--- src/design/twa_pkg.sv ---
// Package for the time-window weighted average block.
// Holds widths, action codes, read selectors and the controller/datapath structs.
// No dependencies.
package twa_pkg;

   localparam int RING_DEPTH = 16;
   localparam int SLOT_W     = (RING_DEPTH > 1) ? $clog2(RING_DEPTH) : 1;
   localparam int CNT_W      = $clog2(RING_DEPTH + 1);
   localparam int TIME_W     = 63;
   localparam int VAL_W      = 32;
   localparam int COUNT_W    = 5;
   localparam int PROD_W     = 96;
   localparam int ACC_W      = PROD_W + 1;
   localparam int DIV_BITS   = PROD_W;
   localparam int DIV_CNT_W  = $clog2(DIV_BITS);
   localparam int REQ_DATA_W = 128;
   localparam int RSP_DATA_W = 104;

   localparam logic [TIME_W-1:0] WINDOW_RESET = TIME_W'(1000000);

   typedef enum logic [2:0] {
      ACT_ADD   = 3'd0,
      ACT_AVG   = 3'd1,
      ACT_SIZE  = 3'd2,
      ACT_SPAN  = 3'd3,
      ACT_CLEAR = 3'd4
   } action_type;

   typedef enum logic [1:0] {
      RD_OLD      = 2'd0,
      RD_NEW      = 2'd1,
      RD_POS_NEXT = 2'd2
   } rd_sel_type;

   typedef struct packed {
      logic       accept;
      logic       rd_en;
      rd_sel_type rd_sel;
      logic       clear_ring;
      logic       guard_clr;
      logic       old_adv;
      logic       add_first;
      logic       add_write;
      logic       avg_fallback;
      logic       avg_single;
      logic       walk_init;
      logic       walk_load;
      logic       walk_step;
      logic       walk_diff;
      logic       mul_lo;
      logic       mul_hi;
      logic       acc_add;
      logic       div_init;
      logic       div_step;
      logic       div_end;
      logic       span_calc;
      logic       rsp_load;
   } cmd_type;

   typedef struct packed {
      logic [2:0] action;
      logic       empty;
      logic       expired;
      logic       guard_ok;
      logic       old_eq_new;
      logic       pos_ne_new;
      logic       total_zero;
      logic       div_last;
   } status_type;

endpackage

--- src/design/twa_ctrl.sv ---
// Controller of the time-window weighted average block: sequences expiry,
// the action, the averaging walk, the division and the result transfer.
// Depends on twa_pkg.
module twa_ctrl
   import twa_pkg::*;
(
   input  logic       clock,
   input  logic       reset,
   input  logic       req_valid,
   output logic       req_ready,
   output logic       rsp_valid,
   input  logic       rsp_ready,
   input  status_type status,
   output cmd_type    cmd
);

   typedef enum logic [4:0] {
      S_IDLE, S_EXP_NEW_RD, S_EXP_NEW_CHK, S_EXP_OLD_RD, S_EXP_OLD_CHK,
      S_ACT, S_ADD_CHK, S_AVG_START, S_AVG_SINGLE, S_AVG_FIRST, S_AVG_RD,
      S_AVG_DIFF, S_MUL_LO, S_MUL_HI, S_AVG_ACC, S_DIV_START, S_DIV_STEP,
      S_DIV_END, S_SPAN_RD, S_SPAN_CHK, S_DONE
   } state_type;

   state_type state_ff, state_in;
   logic      rsp_valid_ff;
   logic      slot_free;

   assign slot_free = !rsp_valid_ff || rsp_ready;
   assign req_ready = state_ff == S_IDLE;
   assign rsp_valid = rsp_valid_ff;

   always_comb begin
      cmd      = '0;
      cmd.rd_sel = RD_OLD;
      state_in = state_ff;
      unique case (state_ff)
         S_IDLE: begin
            if (req_valid) begin
               cmd.accept = 1'b1;
               state_in   = S_EXP_NEW_RD;
            end
         end
         S_EXP_NEW_RD: begin
            if (status.empty) begin
               state_in = S_ACT;
            end else begin
               cmd.rd_en  = 1'b1;
               cmd.rd_sel = RD_NEW;
               state_in   = S_EXP_NEW_CHK;
            end
         end
         S_EXP_NEW_CHK: begin
            if (status.expired) begin
               cmd.clear_ring = 1'b1;
               state_in       = S_ACT;
            end else begin
               cmd.guard_clr = 1'b1;
               state_in      = S_EXP_OLD_RD;
            end
         end
         S_EXP_OLD_RD: begin
            cmd.rd_en = 1'b1;
            state_in  = S_EXP_OLD_CHK;
         end
         S_EXP_OLD_CHK: begin
            if (status.expired && status.guard_ok) begin
               cmd.old_adv = 1'b1;
               state_in    = S_EXP_OLD_RD;
            end else begin
               state_in = S_ACT;
            end
         end
         S_ACT: begin
            unique case (status.action)
               ACT_ADD: begin
                  if (status.empty) begin
                     cmd.add_first = 1'b1;
                     state_in      = S_AVG_START;
                  end else begin
                     cmd.rd_en  = 1'b1;
                     cmd.rd_sel = RD_NEW;
                     state_in   = S_ADD_CHK;
                  end
               end
               ACT_AVG: begin
                  if (status.empty) begin
                     cmd.avg_fallback = 1'b1;
                     state_in         = S_SPAN_RD;
                  end else begin
                     state_in = S_AVG_START;
                  end
               end
               ACT_CLEAR: begin
                  cmd.clear_ring = 1'b1;
                  state_in       = S_SPAN_RD;
               end
               default: state_in = S_SPAN_RD;
            endcase
         end
         S_ADD_CHK: begin
            cmd.add_write = 1'b1;
            state_in      = S_AVG_START;
         end
         S_AVG_START: begin
            cmd.rd_en = 1'b1;
            if (status.old_eq_new) begin
               cmd.rd_sel = RD_NEW;
               state_in   = S_AVG_SINGLE;
            end else begin
               cmd.walk_init = 1'b1;
               state_in      = S_AVG_FIRST;
            end
         end
         S_AVG_SINGLE: begin
            cmd.avg_single = 1'b1;
            state_in       = S_SPAN_RD;
         end
         S_AVG_FIRST: begin
            cmd.walk_load = 1'b1;
            state_in      = S_AVG_RD;
         end
         S_AVG_RD: begin
            cmd.rd_en     = 1'b1;
            cmd.rd_sel    = RD_POS_NEXT;
            cmd.walk_step = 1'b1;
            state_in      = S_AVG_DIFF;
         end
         S_AVG_DIFF: begin
            cmd.walk_diff = 1'b1;
            state_in      = S_MUL_LO;
         end
         S_MUL_LO: begin
            cmd.mul_lo = 1'b1;
            state_in   = S_MUL_HI;
         end
         S_MUL_HI: begin
            cmd.mul_hi = 1'b1;
            state_in   = S_AVG_ACC;
         end
         S_AVG_ACC: begin
            cmd.acc_add = 1'b1;
            state_in    = (status.pos_ne_new && status.guard_ok) ? S_AVG_RD : S_DIV_START;
         end
         S_DIV_START: begin
            if (status.total_zero) begin
               cmd.rd_en  = 1'b1;
               cmd.rd_sel = RD_NEW;
               state_in   = S_AVG_SINGLE;
            end else begin
               cmd.div_init = 1'b1;
               state_in     = S_DIV_STEP;
            end
         end
         S_DIV_STEP: begin
            cmd.div_step = 1'b1;
            if (status.div_last) state_in = S_DIV_END;
         end
         S_DIV_END: begin
            cmd.div_end = 1'b1;
            state_in    = S_SPAN_RD;
         end
         S_SPAN_RD: begin
            cmd.rd_en = 1'b1;
            state_in  = S_SPAN_CHK;
         end
         S_SPAN_CHK: begin
            cmd.span_calc = 1'b1;
            state_in      = S_DONE;
         end
         S_DONE: begin
            if (slot_free) begin
               cmd.rsp_load = 1'b1;
               state_in     = S_IDLE;
            end
         end
         default: state_in = S_IDLE;
      endcase
   end

   always_ff @(posedge clock) begin
      if (reset) begin
         state_ff     <= S_IDLE;
         rsp_valid_ff <= 1'b0;
      end else begin
         state_ff <= state_in;
         if (cmd.rsp_load) begin
            rsp_valid_ff <= 1'b1;
         end else if (rsp_ready) begin
            rsp_valid_ff <= 1'b0;
         end
      end
   end

endmodule

--- config.mk ---
export PLATFORM = sky130hd
export DESIGN_NAME = twa_ctrl
export DESIGN_NICKNAME = d
export VERILOG_FILES = /design/src/design/twa_pkg.sv /design/src/design/twa_ctrl.sv
export SDC_FILE = /design/constraint.sdc
export NUM_CORES = 1
export LEC_CHECK = 0
export ABC_CLOCK_PERIOD_IN_PS = 1800
export BUFFER_PORTS_ARGS = -buffer_cell sky130_fd_sc_hd__buf_4
export CAP_MARGIN = 25
export CORE_UTILIZATION = 46
export CTS_CLUSTER_DIAMETER = 80
export DETAILED_ROUTE_END_ITERATION = 8
export PLACE_DENSITY = 0.78
export SYNTH_ARGS = -nofsm -noshare
export SYNTH_HDL_FRONTEND = slang
export SYNTH_SLANG_ARGS = --single-unit
export TNS_END_PERCENT = 100
--- constraint.sdc ---
create_clock -name clock -period 1.8 [get_ports clock]
set_input_delay 0.27 -clock clock [delete_from_list [all_inputs] [get_ports clock]]
set_output_delay 0.27 -clock clock [all_outputs]
set_load 0.02 [all_outputs]
After elaboration in Yosys (flattened, before gate mapping)

Cells that the tools add are included.

Flip-flop bits (word level): 6
Output and inout bits: 25

Reduce and logical (&&, ||, !) cells: 10
Equality and inequality tests: 25
Mux-type cells: 52

Operators by type and width:

| kind               | number |
|---|---|
| $pmux 5 s20        | 1 |
| $eq 5x4->1 const B | 8 |
| $mux 1             | 35 |
| $eq 5x5->1 const B | 5 |
| $mux 5             | 5 |
| $mux 3             | 7 |
| $eq 5x3->1 const B | 4 |
| $eq 5x2->1 const B | 2 |
| $pmux 2 s5         | 1 |
| $pmux 5 s2         | 1 |
| $ne 2x2->1 const B | 3 |
| $eq 5x1->1 const B | 1 |
| $logic_not 5->1    | 1 |
| $pmux 1 s4         | 1 |
| $reduce_or 4->1    | 1 |
| $eq 3x1->1 const B | 1 |
| $eq 3x3->1 const B | 1 |
| $logic_not 3->1    | 1 |
| $reduce_and 3->1   | 1 |
| $logic_and 1x1->1  | 2 |
| $pmux 1 s2         | 1 |
| $reduce_bool 2->1  | 1 |
| $reduce_or 2->1    | 1 |
| $logic_not 1->1    | 1 |
| $logic_or 1x1->1   | 1 |

Logic depth before layout (Yosys ltp)

Gate-level depths: netlist of the first run.

Depth in word-level cells: 5
Mapped depth: 6
Gate-level depth less buffers: 4

Worst setup path before layout of the first run

Ideal clock, no wire load.

Kind: register to output
Start point: reg state_ff[0]
End point: out cmd[22] in the netlist's numbering
Stages on the path, launching flop included: 6
Buffers on the path: 2
Data arrival time: 1.558 ns
Required time: 1.530 ns
Slack: -0.028 ns
Cell sequence: dfxtp_1 > buf_6 > or3_4 > buf_6 > nor2_1 > and2_1

RTL lines:

| element                | RTL line        | source |
|---|---|---|
| from (decl)            | twa_ctrl.sv:24  | `state_type state_ff, state_in;` |
| from (signal assigned) | twa_ctrl.sv:185 | `state_ff <= state_in;` |
| to (decl)              | twa_ctrl.sv:14  | `output cmd_type cmd` |

==> summary.md, run 1 <==
| Metric | Value |
|---|---|
| Critical path fanouts, max | 6 |
| Post-Syn Area per Cell | 6.882 um2 |
| Post-synthesis cell count | 126 |
| Via count of the first global-routing pass | 941 |
| Slew @ Worst Pin | 0.4121 ns |
| Clock latency of the later-clocked register in the worst-skew pair | 0.24 ns |
| Commonest cells after routing, fill and taps aside | 42 x buf_4, 18 x nor2_1, 9 x nand2_1, 9 x nor3_1 |
| Layout Skew | 0.005919 ns |
| Number of synthesized flops with an enable pin | 0 |
| Number of antenna cells inserted | 0 |
| Achievable Freq | 0.5428 GHz |
| Type of destination of the critical path | primary output |
| Initial core utilization | 0.4968 |
| Share of the synthesized area in the top cell type | 0.1385 |
| Hold-critical path depth | 2 |
| Remaining Overflow, GRT | 0 |
| Reg clk slew, reported paths | 0.05 ns |
| Count of synthesis-stage warnings from yosys | 0 |
| Placed inst area | 1157 um2 |
| Boundary Pins | 39 |
| Sum of internal, switching and leakage power | 0.001427 W |
| Antenna violations before repair | 0 |
| Post-layout util | 0.7477 |
| NumNets Final | 182 |
| Share of flip-flops with an asynchronous set or reset after synthesis | 0 |
| Most common library cell in the layout ignoring fill and taps | buf_4 |
| Post-route insts no fill | 191 |
| Core footprint | 1745 um2 |
| Placement-stage worst setup slack | 0.1226 ns |
| Fraction of the yosys area taken by sequential cells | 0.1385 |
| Count of state elements after synthesis | 6 |
| Count of distinct cell types in the synthesized netlist | 49 |
| Worst relative slew slack | 0.7218 |
| Number of DRC violations after detailed routing | 0 |
| Drt pass-1 iters | 4 |
| Worst Setup Slack, final | -0.04226 ns |
| Post-synthesis net count | 140 |
| DIE AREA | 2063 um2 |
| Final Cycle Share | 1.023 |
| Launching element type of the critical path | flip-flop |
| Routed wire length | 2820 um |
| Combined area of all synthesized cells | 867.1 um2 |
| Fin crit period | 1.842 ns |
| Height of the die | 45.42 um |
| Leading cell types by total area after synthesis | dfxtp_1 14%, nor2_1 9.1%, nor3_1 5.2%, a21oi_1 4.6%, nand2_1 4.3% |
| Kind of critical path | flip-flop to primary output |
| Average vias per placed instance | 5.780 |
| Source of the worst hold timing path | reset |
| Per-cell routed wire length | 14.76 um |
| Layout Area Growth over Synthesis | 50.50% |
| Number of setup violations in the final report | 4 |
| Cell Count Post-Placement | 183 |
| Worst r2r src | state_ff[0] |
| Initial DRC count | 60 |
| Pleak | 0.5635 nW |
| Fill cell total of the finished layout | 148 |
| Maximum count of clock buffers along a single path | 2 |
| Rows | 15 |
| Placed wire-length estimate after detailed placement | 1975 um |
| Setup repair after global routing missed its margin | yes |
| WP data required | 1.53 ns |
| Worst Hold Class | primary input to flip-flop |
| Horizontal die dimension | 45.42 um |
| Power per cell area | 1094 nW/um2 |
| Leading register cell type out of synthesis | dfxtp_1 |
| Clock tree from TritonCTS | done |
| Violated checks | negative setup slack |
| Post-CTS Hold Buffers | 0 |
| Fin. max-slew vios | 0 |
| Last weighted congestion value of the routability-driven placer | 0.8813 |
| Depth of the worst register-to-register path | 6 |
| Cell type contributing the most total cell area after synthesis | dfxtp_1 |
| Max_cap viols | 0 |
| Clk sink count | 6 |
| Number of buffer cells added on primary ports | 38 |
| Maximum number of pins on one net before global-route repair | 23 |
| Crit path DAT | 1.57 ns |
| Peak supply drop | 0.0006805 V |
| Ratio of cells with drive above 1 in the final layout | 0.4699 |
| Outcome | finished with violations |
| CTS Buf Count | 3 |
| Crit path launch | state_ff[3] |
| Count of endpoints failing hold in the final timing report | 0 |
| Via total after detailed routing | 1,104 |
| Global Route Usage Sum | 0.2757 |
| Root Driver | clkbuf_4 |
| Number of H-tree levels | 1 |
| Non-Filler Cell Area, Final | 1305 um2 |
| Global-route wire length before repair | 4174 um |
| Post-DRT Antenna Nets | 0 |
## cell usage after synthesis (all sizes together), types with 2 or more instances
cell and instances:
nor2 23, buf 11, nor3 11, nand2 10, a21oi 8, dfxtp 6, o21ai 4, clkbuf 3
nand2b 3, nor2b 3, nor4 3, or3 3, a21o 2, a22oi 2, and2 2, inv 2
nand3 2, nand3b 2, nor3b 2, o311ai 2, or2 2, or3b 2
## where the power goes
group	internal, W	switching, W	total, W
logic	0.000484	0.000603	0.00109
clock network	0.0000755	0.0000491	0.000125
registers	0.000173	0.0000421	0.000215
## cell families after synthesis
logic type / count (synthesis) / share of synthesized area
AO/OA/AOI/OAI: 28 / 0.2222
XOR/XNOR: 2 / 0.02021
buffers and inverters: 16 / 0.1111
flip-flops: 6 / 0.1385
multiplexers: 1 / 0.01299
AND/OR/NAND/NOR: 73 / 0.4949
## through the flow
step / hold WS [ns] / TNS [ns]
3_3_place_gp: 0.4873 / 0
2_1_floorplan: 0.3391 / 0
3_5_place_dp: 0.4892 / 0
4_1_cts: 0.2265 / -0.07396
6_report: 0.2312 / -0.1248
5_1_grt: 0.2281 / -0.5295
## sequential cells by signal (all words and copies together) (netlist names)
signal,count
rsp_valid,1
state_ff,5
## worst max-delay path: stages, from the launching register on
cell and delay (ns):
dfxtp_2 0.33, or3b_4 0.46, nor4b_4 0.21, o21bai_1 0.12, nand3_1 0.09, buf_6 0.12
## worst paths after layout
path / endpoint / slack (ns)
max: cmd[19] / -0.04
min reg2reg: state_ff[2] / 0.55
min: state_ff[2] / 0.23
max reg2reg: state_ff[4] / 0.26
## final cells by class
cell class	instances	area, um2	share of cell area
Multi-Input combinational cell	104	695.7	0.5331
Timing Repair Buffer	51	420.4	0.3221
Sequential cell	6	127.6	0.09779
Tap cell	25	31.28	0.02397
Clock buffer	3	22.52	0.01726
Inverter	2	7.507	0.005753
## timing repair
action	CTS	global route
gates resized for setup	15	12
setup endpoints to repair	11	12
cloned	0	0
pin swaps	2	6
buffers inserted	3	2
## routing by layer
layer,global-route usage,vias up,routed length (um)
met2,0.4429,68,1377
met1,0.3729,496,1148
met4,0.1212,0,53
met3,0.02381,6,240
met5,0,-,0
li1,-,534,-
Note: power is estimated with default switching activity, not from simulation.
==> run 2: changes to the inputs <==
--- a/config.mk
+++ b/config.mk
@@ -12,6 +12,7 @@
 export CTS_CLUSTER_DIAMETER = 80
 export DETAILED_ROUTE_END_ITERATION = 8
 export PLACE_DENSITY = 0.78
+export SETUP_SLACK_MARGIN = 0.15
 export SYNTH_ARGS = -nofsm -noshare
 export SYNTH_HDL_FRONTEND = slang
 export SYNTH_SLANG_ARGS = --single-unit
==> run 2 against run 1 <==
Against the previous run: the run still ends with negative setup slack left; critical path type unchanged; cell count up 2.6%; worst hold slack worse by 0.0026 ns; global-route usage up 4.6 points; core utilization up 4.4 points; fmax down 2.2%; clock power about the same; first-iteration DRC count down 20%; sequential cell count unchanged; total power up 6.8%.
==> summary.md, run 2 (same netlist as run 1, synthesis figures left out) <==
| Metric | Value |
|---|---|
| Slew @ Worst Pin | 0.3772 ns (was 0.4121 ns) |
| Maximum count of clock buffers along a single path | 2 (unchanged) |
| Worst r2r src | state_ff[0] (unchanged) |
| Fin crit period | 1.883 ns (was 1.842 ns) |
| Fin. max-slew vios | 0 (unchanged) |
| Worst r2r dst | state_ff[4] (unchanged) |
| Pleak | 0.5908 nW (was 0.5635 nW) |
| Worst Setup Slack, final | -0.08286 ns (was -0.04226 ns) |
| Setup repair after global routing missed its margin | yes (unchanged) |
| Count of endpoints failing hold in the final timing report | 0 (unchanged) |
| Achievable Freq | 0.5311 GHz (was 0.5428 GHz) |
| Power per cell area | 1103 nW/um2 (was 1094 nW/um2) |
| Crit path DAT | 1.61 ns (was 1.57 ns) |
| Source of the worst hold timing path | reset (unchanged) |
| CTS Buf Count | 3 (unchanged) |
| Clock tree from TritonCTS | done (unchanged) |
| Final Cycle Share | 1.046 (was 1.023) |
| Routed wire length | 3233 um (was 2820 um) |
| Initial DRC count | 48 (was 60) |
| NumNets Final | 187 (was 182) |
| Average vias per placed instance | 5.990 (was 5.780) |
| Placement-stage worst setup slack | 0.1156 ns (was 0.1226 ns) |
| Worst min-delay path endpoint | state_ff[2] (unchanged) |
| Worst Hold Class | primary input to flip-flop (unchanged) |
| Top reg by flops | state_ff (unchanged) |
| Number of setup violations in the final report | 8 (was 4) |
| Global Route Usage Sum | 0.3215 (was 0.2757) |
| Last weighted congestion value of the routability-driven placer | 0.8570 (was 0.8813) |
| Number of antenna cells inserted | 0 (unchanged) |
| Depth of the worst register-to-register path | 6 (unchanged) |
| DIE AREA | 2063 um2 (unchanged) |
| Antenna violations before repair | 0 (unchanged) |
| Outcome | finished with violations (unchanged) |
| Maximum number of pins on one net before global-route repair | 23 (unchanged) |
| Number of buffer cells added on primary ports | 38 (unchanged) |
| Global-route wire length before repair | 4761 um (was 4174 um) |
| Post-DRT Antenna Nets | 0 (unchanged) |
| Cell Count Post-Placement | 183 (unchanged) |
| Violated checks | negative setup slack (unchanged) |
| Layout Skew | 0.008870 ns (was 0.005919 ns) |
| Largest register FFs | 5 (unchanged) |
| Reg clk slew, reported paths | 0.05 ns (about the same) |
| Number of DRC violations after detailed routing | 0 (unchanged) |
| Critical path fanouts, max | 20 (was 6) |
| Height of the die | 45.42 um (unchanged) |
| Hold-critical path depth | 2 (unchanged) |
| Horizontal die dimension | 45.42 um (unchanged) |
| Layout Area Growth over Synthesis | 59.45% (was 50.50%) |
| Per-cell routed wire length | 16.49 um (was 14.76 um) |
| Clock latency of the later-clocked register in the worst-skew pair | 0.25 ns (was 0.24 ns) |
| Placed wire-length estimate after detailed placement | 2033 um (was 1975 um) |
| Clk sink count | 6 (unchanged) |
| Commonest cells after routing, fill and taps aside | 41 x buf_4, 17 x nor2_1, 14 x buf_6 (was 42 x buf_4, 18 x nor2_1, 9 x nand2_1, 9 x nor3_1) |
| Worst relative slew slack | 0.7453 (was 0.7218) |
| Drt pass-1 iters | 4 (unchanged) |
| Via total after detailed routing | 1,174 (was 1,104) |
| Boundary Pins | 39 (unchanged) |
| Launching element type of the critical path | flip-flop (unchanged) |
| Root Driver | clkbuf_4 (unchanged) |
| Initial core utilization | 0.4968 (unchanged) |
| Core footprint | 1745 um2 (unchanged) |
| Ratio of cells with drive above 1 in the final layout | 0.5029 (was 0.4699) |
| Post-route insts no fill | 196 (was 191) |
| WP data required | 1.53 ns (about the same) |
| Number of H-tree levels | 1 (unchanged) |
| Most common library cell in the layout ignoring fill and taps | buf_4 (unchanged) |
| Remaining Overflow, GRT | 0 (unchanged) |
| Post-CTS Hold Buffers | 0 (unchanged) |
| Rows | 15 (unchanged) |
| Peak supply drop | 0.0007097 V (was 0.0006805 V) |
| Type of destination of the critical path | primary output (unchanged) |
| Kind of critical path | flip-flop to primary output (unchanged) |
| Reg2Reg Setup Slack | 0.17 ns (was 0.26 ns) |
| Via count of the first global-routing pass | 974 (was 941) |
| Max_cap viols | 0 (unchanged) |
## run 2: worst max path at each step
stage / endpoint / start / cells after the start / slack [ns]
6_report: cmd[18] / state_ff[0] / 5 / -0.08
5_1_grt: cmd[15] / state_ff[3] / 5 / -0.13
4_1_cts: cmd[21] / state_ff[3] / 5 / -0.03
3_5_place_dp: cmd[18] / state_ff[4] / 4 / 0.12
3_3_place_gp: cmd[21] / state_ff[4] / 5 / 0.15
2_1_floorplan: cmd[22] / state_ff[0] / 5 / 0.11
## run 2: critical path: stages, from the launching register on
cell and delay, ns:
dfxtp_2 0.32, buf_6 0.16, or3_4 0.48, nor2_4 0.13
a32o_2 0.15, buf_4 0.14
## run 2: power breakdown
part	leakage [nW]	total [W]	switching, W	internal, W
registers	0.0513	0.000217	0.0000415	0.000175
logic	0.526	0.00118	0.000657	0.000526
clock network	0.0138	0.000126	0.0000501	0.0000755
total	0.591	0.00152	0.000748	0.000777
## run 2: area by class of cell
class	instances	area, um2
Sequential cell	6	128.9
Fill cell	128	362.8
Tap cell	25	31.28
Multi-Input combinational cell	104	711.9
Clock buffer	3	22.52
Inverter	2	7.507
Timing Repair Buffer	56	480.5
## run 2: what timing repair did
| action | 4_1_cts | 5_1_grt |
|---|---|---|
| gates resized for setup | 20 | 16 |
| pin swaps | 4 | 6 |
| endpoints found under the setup margin | 18 | 19 |
| buffers inserted | 9 | 1 |
## run 2: per-stage QoR
step	cell area (um2)	hold slack, ns	total power, W	util	TNS [ns]
global placement	1164	0.4851	0.001110	0.6667	0
detailed placement	1164	0.4917	0.001126	0.6667	0
CTS	1318	0.2254	0.001389	0.7548	-0.06796
global route	1383	0.2328	0.001590	0.7921	-0.7766
floorplan	875.8	0.3391	0.0009129	-	0
finish	1383	0.2286	0.001525	0.7921	-0.3334
## run 2: per-layer routing
layer	part of all wire	track usage	wire length (um)	up-vias
li1	-	-	-	546
met1	0.39	0.4380	1273	547
met2	0.51	0.5457	1642	75
met3	0.077	0.02778	250	6
met4	0.021	0.07273	67	0
met5	0	0	0	-
==> run 3: changes to the inputs <==
--- a/config.mk
+++ b/config.mk
@@ -8,10 +8,9 @@
 export ABC_CLOCK_PERIOD_IN_PS = 1800
 export BUFFER_PORTS_ARGS = -buffer_cell sky130_fd_sc_hd__buf_4
 export CAP_MARGIN = 25
-export CORE_UTILIZATION = 46
+export CORE_UTILIZATION = 30
 export CTS_CLUSTER_DIAMETER = 80
 export DETAILED_ROUTE_END_ITERATION = 8
-export PLACE_DENSITY = 0.78
 export SETUP_SLACK_MARGIN = 0.15
 export SYNTH_ARGS = -nofsm -noshare
 export SYNTH_HDL_FRONTEND = slang
==> run 3 against run 2 <==
Against the previous run: the flow still finishes with violations (negative setup slack); combinational power shrank 3%; total power is 5.0% lower; core utilization decreased by 29 points; clock skew is 0.0032 ns lower; first-iteration DRC count shrank 29%; register-to-register slack gained 0.04 ns; non-clock buffer count grew 3; via count down 5.5%; global-route usage shrank 14 points; sequential cell count unchanged; cell count up 4.6%; fmax is 0.39% higher; largest power group unchanged; highest routed layer unchanged.
==> summary.md, run 3 (same netlist as run 1, synthesis figures left out) <==
| Metric | Value |
|---|---|
| Reg clk slew, reported paths | 0.05 ns (about the same) |
| Clock latency of the later-clocked register in the worst-skew pair | 0.24 ns (was 0.25 ns) |
| Clock tree from TritonCTS | done (unchanged) |
| Layout Area Growth over Synthesis | 59.45% (unchanged) |
| CTS Buf Count | 3 (unchanged) |
| Average vias per placed instance | 5.410 (was 5.990) |
| Ratio of cells with drive above 1 in the final layout | 0.5000 (was 0.5029) |
| Number of H-tree levels | 1 (unchanged) |
| Post-DRT Antenna Nets | 0 (unchanged) |
| Remaining Overflow, GRT | 0 (unchanged) |
| Core footprint | 2758 um2 (was 1745 um2) |
| Via count of the first global-routing pass | 992 (was 974) |
| Type of destination of the critical path | primary output (unchanged) |
| Kind of critical path | flip-flop to primary output (unchanged) |
| Final Cycle Share | 1.042 (was 1.046) |
| Depth of the worst register-to-register path | 6 (unchanged) |
| Sum of internal, switching and leakage power | 0.001449 W (was 0.001525 W) |
| Post-layout util | 0.5014 (was 0.7921) |
| Number of DRC violations after detailed routing | 0 (unchanged) |
| Outcome | finished with violations (unchanged) |
| Post-route insts no fill | 205 (was 196) |
| Max_cap viols | 0 (unchanged) |
| Pleak | 0.6043 nW (was 0.5908 nW) |
| Commonest cells after routing, fill and taps aside | 51 x buf_4, 17 x nor2_1, 10 x nand2_1 (was 41 x buf_4, 17 x nor2_1, 14 x buf_6) |
| Fill cell total of the finished layout | 272 (was 128) |
| NumNets Final | 190 (was 187) |
| Routed wire length | 2885 um (was 3233 um) |
| Initial DRC count | 34 (was 48) |
| Placement-stage worst setup slack | 0.1375 ns (was 0.1156 ns) |
| Power per cell area | 1048 nW/um2 (was 1103 nW/um2) |
| Number of buffer cells added on primary ports | 38 (unchanged) |
| Rows | 19 (was 15) |
| Worst Setup Slack, final | -0.07548 ns (was -0.08286 ns) |
| Fin. max-slew vios | 0 (unchanged) |
| Buffers plus inverters on the worst setup path | 1 (was 2) |
| Cell with the largest stage delay on the worst path | or3b_4 (was or3_4) |
| Global Route Usage Sum | 0.1843 (was 0.3215) |
| Height of the die | 55.76 um (was 45.42 um) |
| Via total after detailed routing | 1,109 (was 1,174) |
| Number of setup violations in the final report | 8 (unchanged) |
| Setup repair after global routing missed its margin | yes (unchanged) |
| Launching element type of the critical path | flip-flop (unchanged) |
| Cell Count Post-Placement | 191 (was 183) |
| Worst relative slew slack | 0.7669 (was 0.7453) |
| Family with the most delay on the worst path | simple AND/OR/NAND/NOR gates (unchanged) |
| Boundary Pins | 39 (unchanged) |
| Crit path DAT | 1.61 ns (about the same) |
| Worst Hold Class | primary input to flip-flop (unchanged) |
| Placed wire-length estimate after detailed placement | 2101 um (was 2033 um) |
| Storage element area | 122.6 um2 (was 128.9 um2) |
| Clk sink count | 6 (unchanged) |
| DIE AREA | 3109 um2 (was 2063 um2) |
| Worst stage delay on the critical path | 0.46 ns (was 0.48 ns) |
| Slew @ Worst Pin | 0.3453 ns (was 0.3772 ns) |
| Initial core utilization | 0.3144 (was 0.4968) |
| Maximum count of clock buffers along a single path | 2 (unchanged) |
| Antenna violations before repair | 0 (unchanged) |
| Count of endpoints failing hold in the final timing report | 0 (unchanged) |
| Maximum number of pins on one net before global-route repair | 21 (was 23) |
| Root Driver | clkbuf_4 (unchanged) |
| Peak supply drop | 0.0004889 V (was 0.0007097 V) |
| Last weighted congestion value of the routability-driven placer | 0.8040 (was 0.8570) |
| Global-route wire length before repair | 4595 um (was 4761 um) |
| Horizontal die dimension | 55.76 um (was 45.42 um) |
| Logic depth of the worst setup path including buffers | 5 (unchanged) |
| WP data required | 1.53 ns (about the same) |
| Per-cell routed wire length | 14.07 um (was 16.49 um) |
| Most common library cell in the layout ignoring fill and taps | buf_4 (unchanged) |
| Hold-critical path depth | 2 (unchanged) |
| Combined area of the multi-input logic cells | 709.4 um2 (was 711.9 um2) |
| Layout Skew | 0.005665 ns (was 0.008870 ns) |
| Achievable Freq | 0.5332 GHz (was 0.5311 GHz) |
| Largest register FFs | 5 (unchanged) |
| Ordered cell list for the critical path | or3b_4 > nor4b_4 > o21bai_1 > nand3_1 > buf_6 (was buf_6 > or3_4 > nor2_4 > a32o_2 > buf_4) |
| Violated checks | negative setup slack (unchanged) |
| Number of antenna cells inserted | 0 (unchanged) |
| Setup tns final | -0.2315 ns (was -0.3334 ns) |
| Fin crit period | 1.875 ns (was 1.883 ns) |
| Top reg by flops | state_ff (unchanged) |
| Critical path fanouts, max | 5 (was 20) |
| Drt pass-1 iters | 4 (unchanged) |
-- run 3: cell count changes in the layout (fill, tap and decap cells not counted), moves of 2 or more --
cell     previous run  this run
buf_6              14         7
dfxtp_1             1         4
dfxtp_2             4         2
buf_4              41        51
-- run 3: routing by layer --
metal | track usage | part of all wire
met1 | 0.2318 | 0.41
met2 | 0.3391 | 0.54
met3 | 0.01395 | 0.042
met4 | 0.04286 | 0.0066
met5 | 0 | 0
-- run 3: cell type report --
cell class	instances	share of cell area
Timing Repair Buffer	59	0.3484
Clock buffer	3	0.01629
Sequential cell	6	0.08869
Multi-Input combinational cell	104	0.5131
Inverter	2	0.005430
Tap cell	31	0.02805
-- run 3: where the power goes --
part / switching (W) / total [W] / internal [W]
clock: 0.0000444 / 0.000120 / 0.0000751
combinational: 0.000625 / 0.00114 / 0.000513
sequential: 0.0000262 / 0.000192 / 0.000166
-- run 3: worst paths after layout --
kind,from,end,slack [ns]
setup / recovery,state_ff[3],cmd[19],-0.08
hold reg to reg,rsp_valid,rsp_valid,0.57
hold / removal,reset,state_ff[2],0.24
setup reg to reg,state_ff[3],state_ff[2],0.21
-- run 3: timing repair --
| action | CTS | global route |
|---|---|---|
| pin swaps | 2 | 9 |
| cloned | 1 | 0 |
| setup buffers | 3 | 7 |
| hold buffers | 0 | 0 |
| endpoints found under the setup margin | 19 | 23 |
| gates resized for setup | 15 | 10 |
-- run 3: metrics by stage --
step | area, um2 | hold WS [ns]
final | 1383 | 0.2442
after global routing | 1383 | 0.2456
after CTS | 1290 | 0.2369
after detailed placement | 1186 | 0.4864
after global placement | 1186 | 0.4846
after floorplan | 875.8 | 0.3391
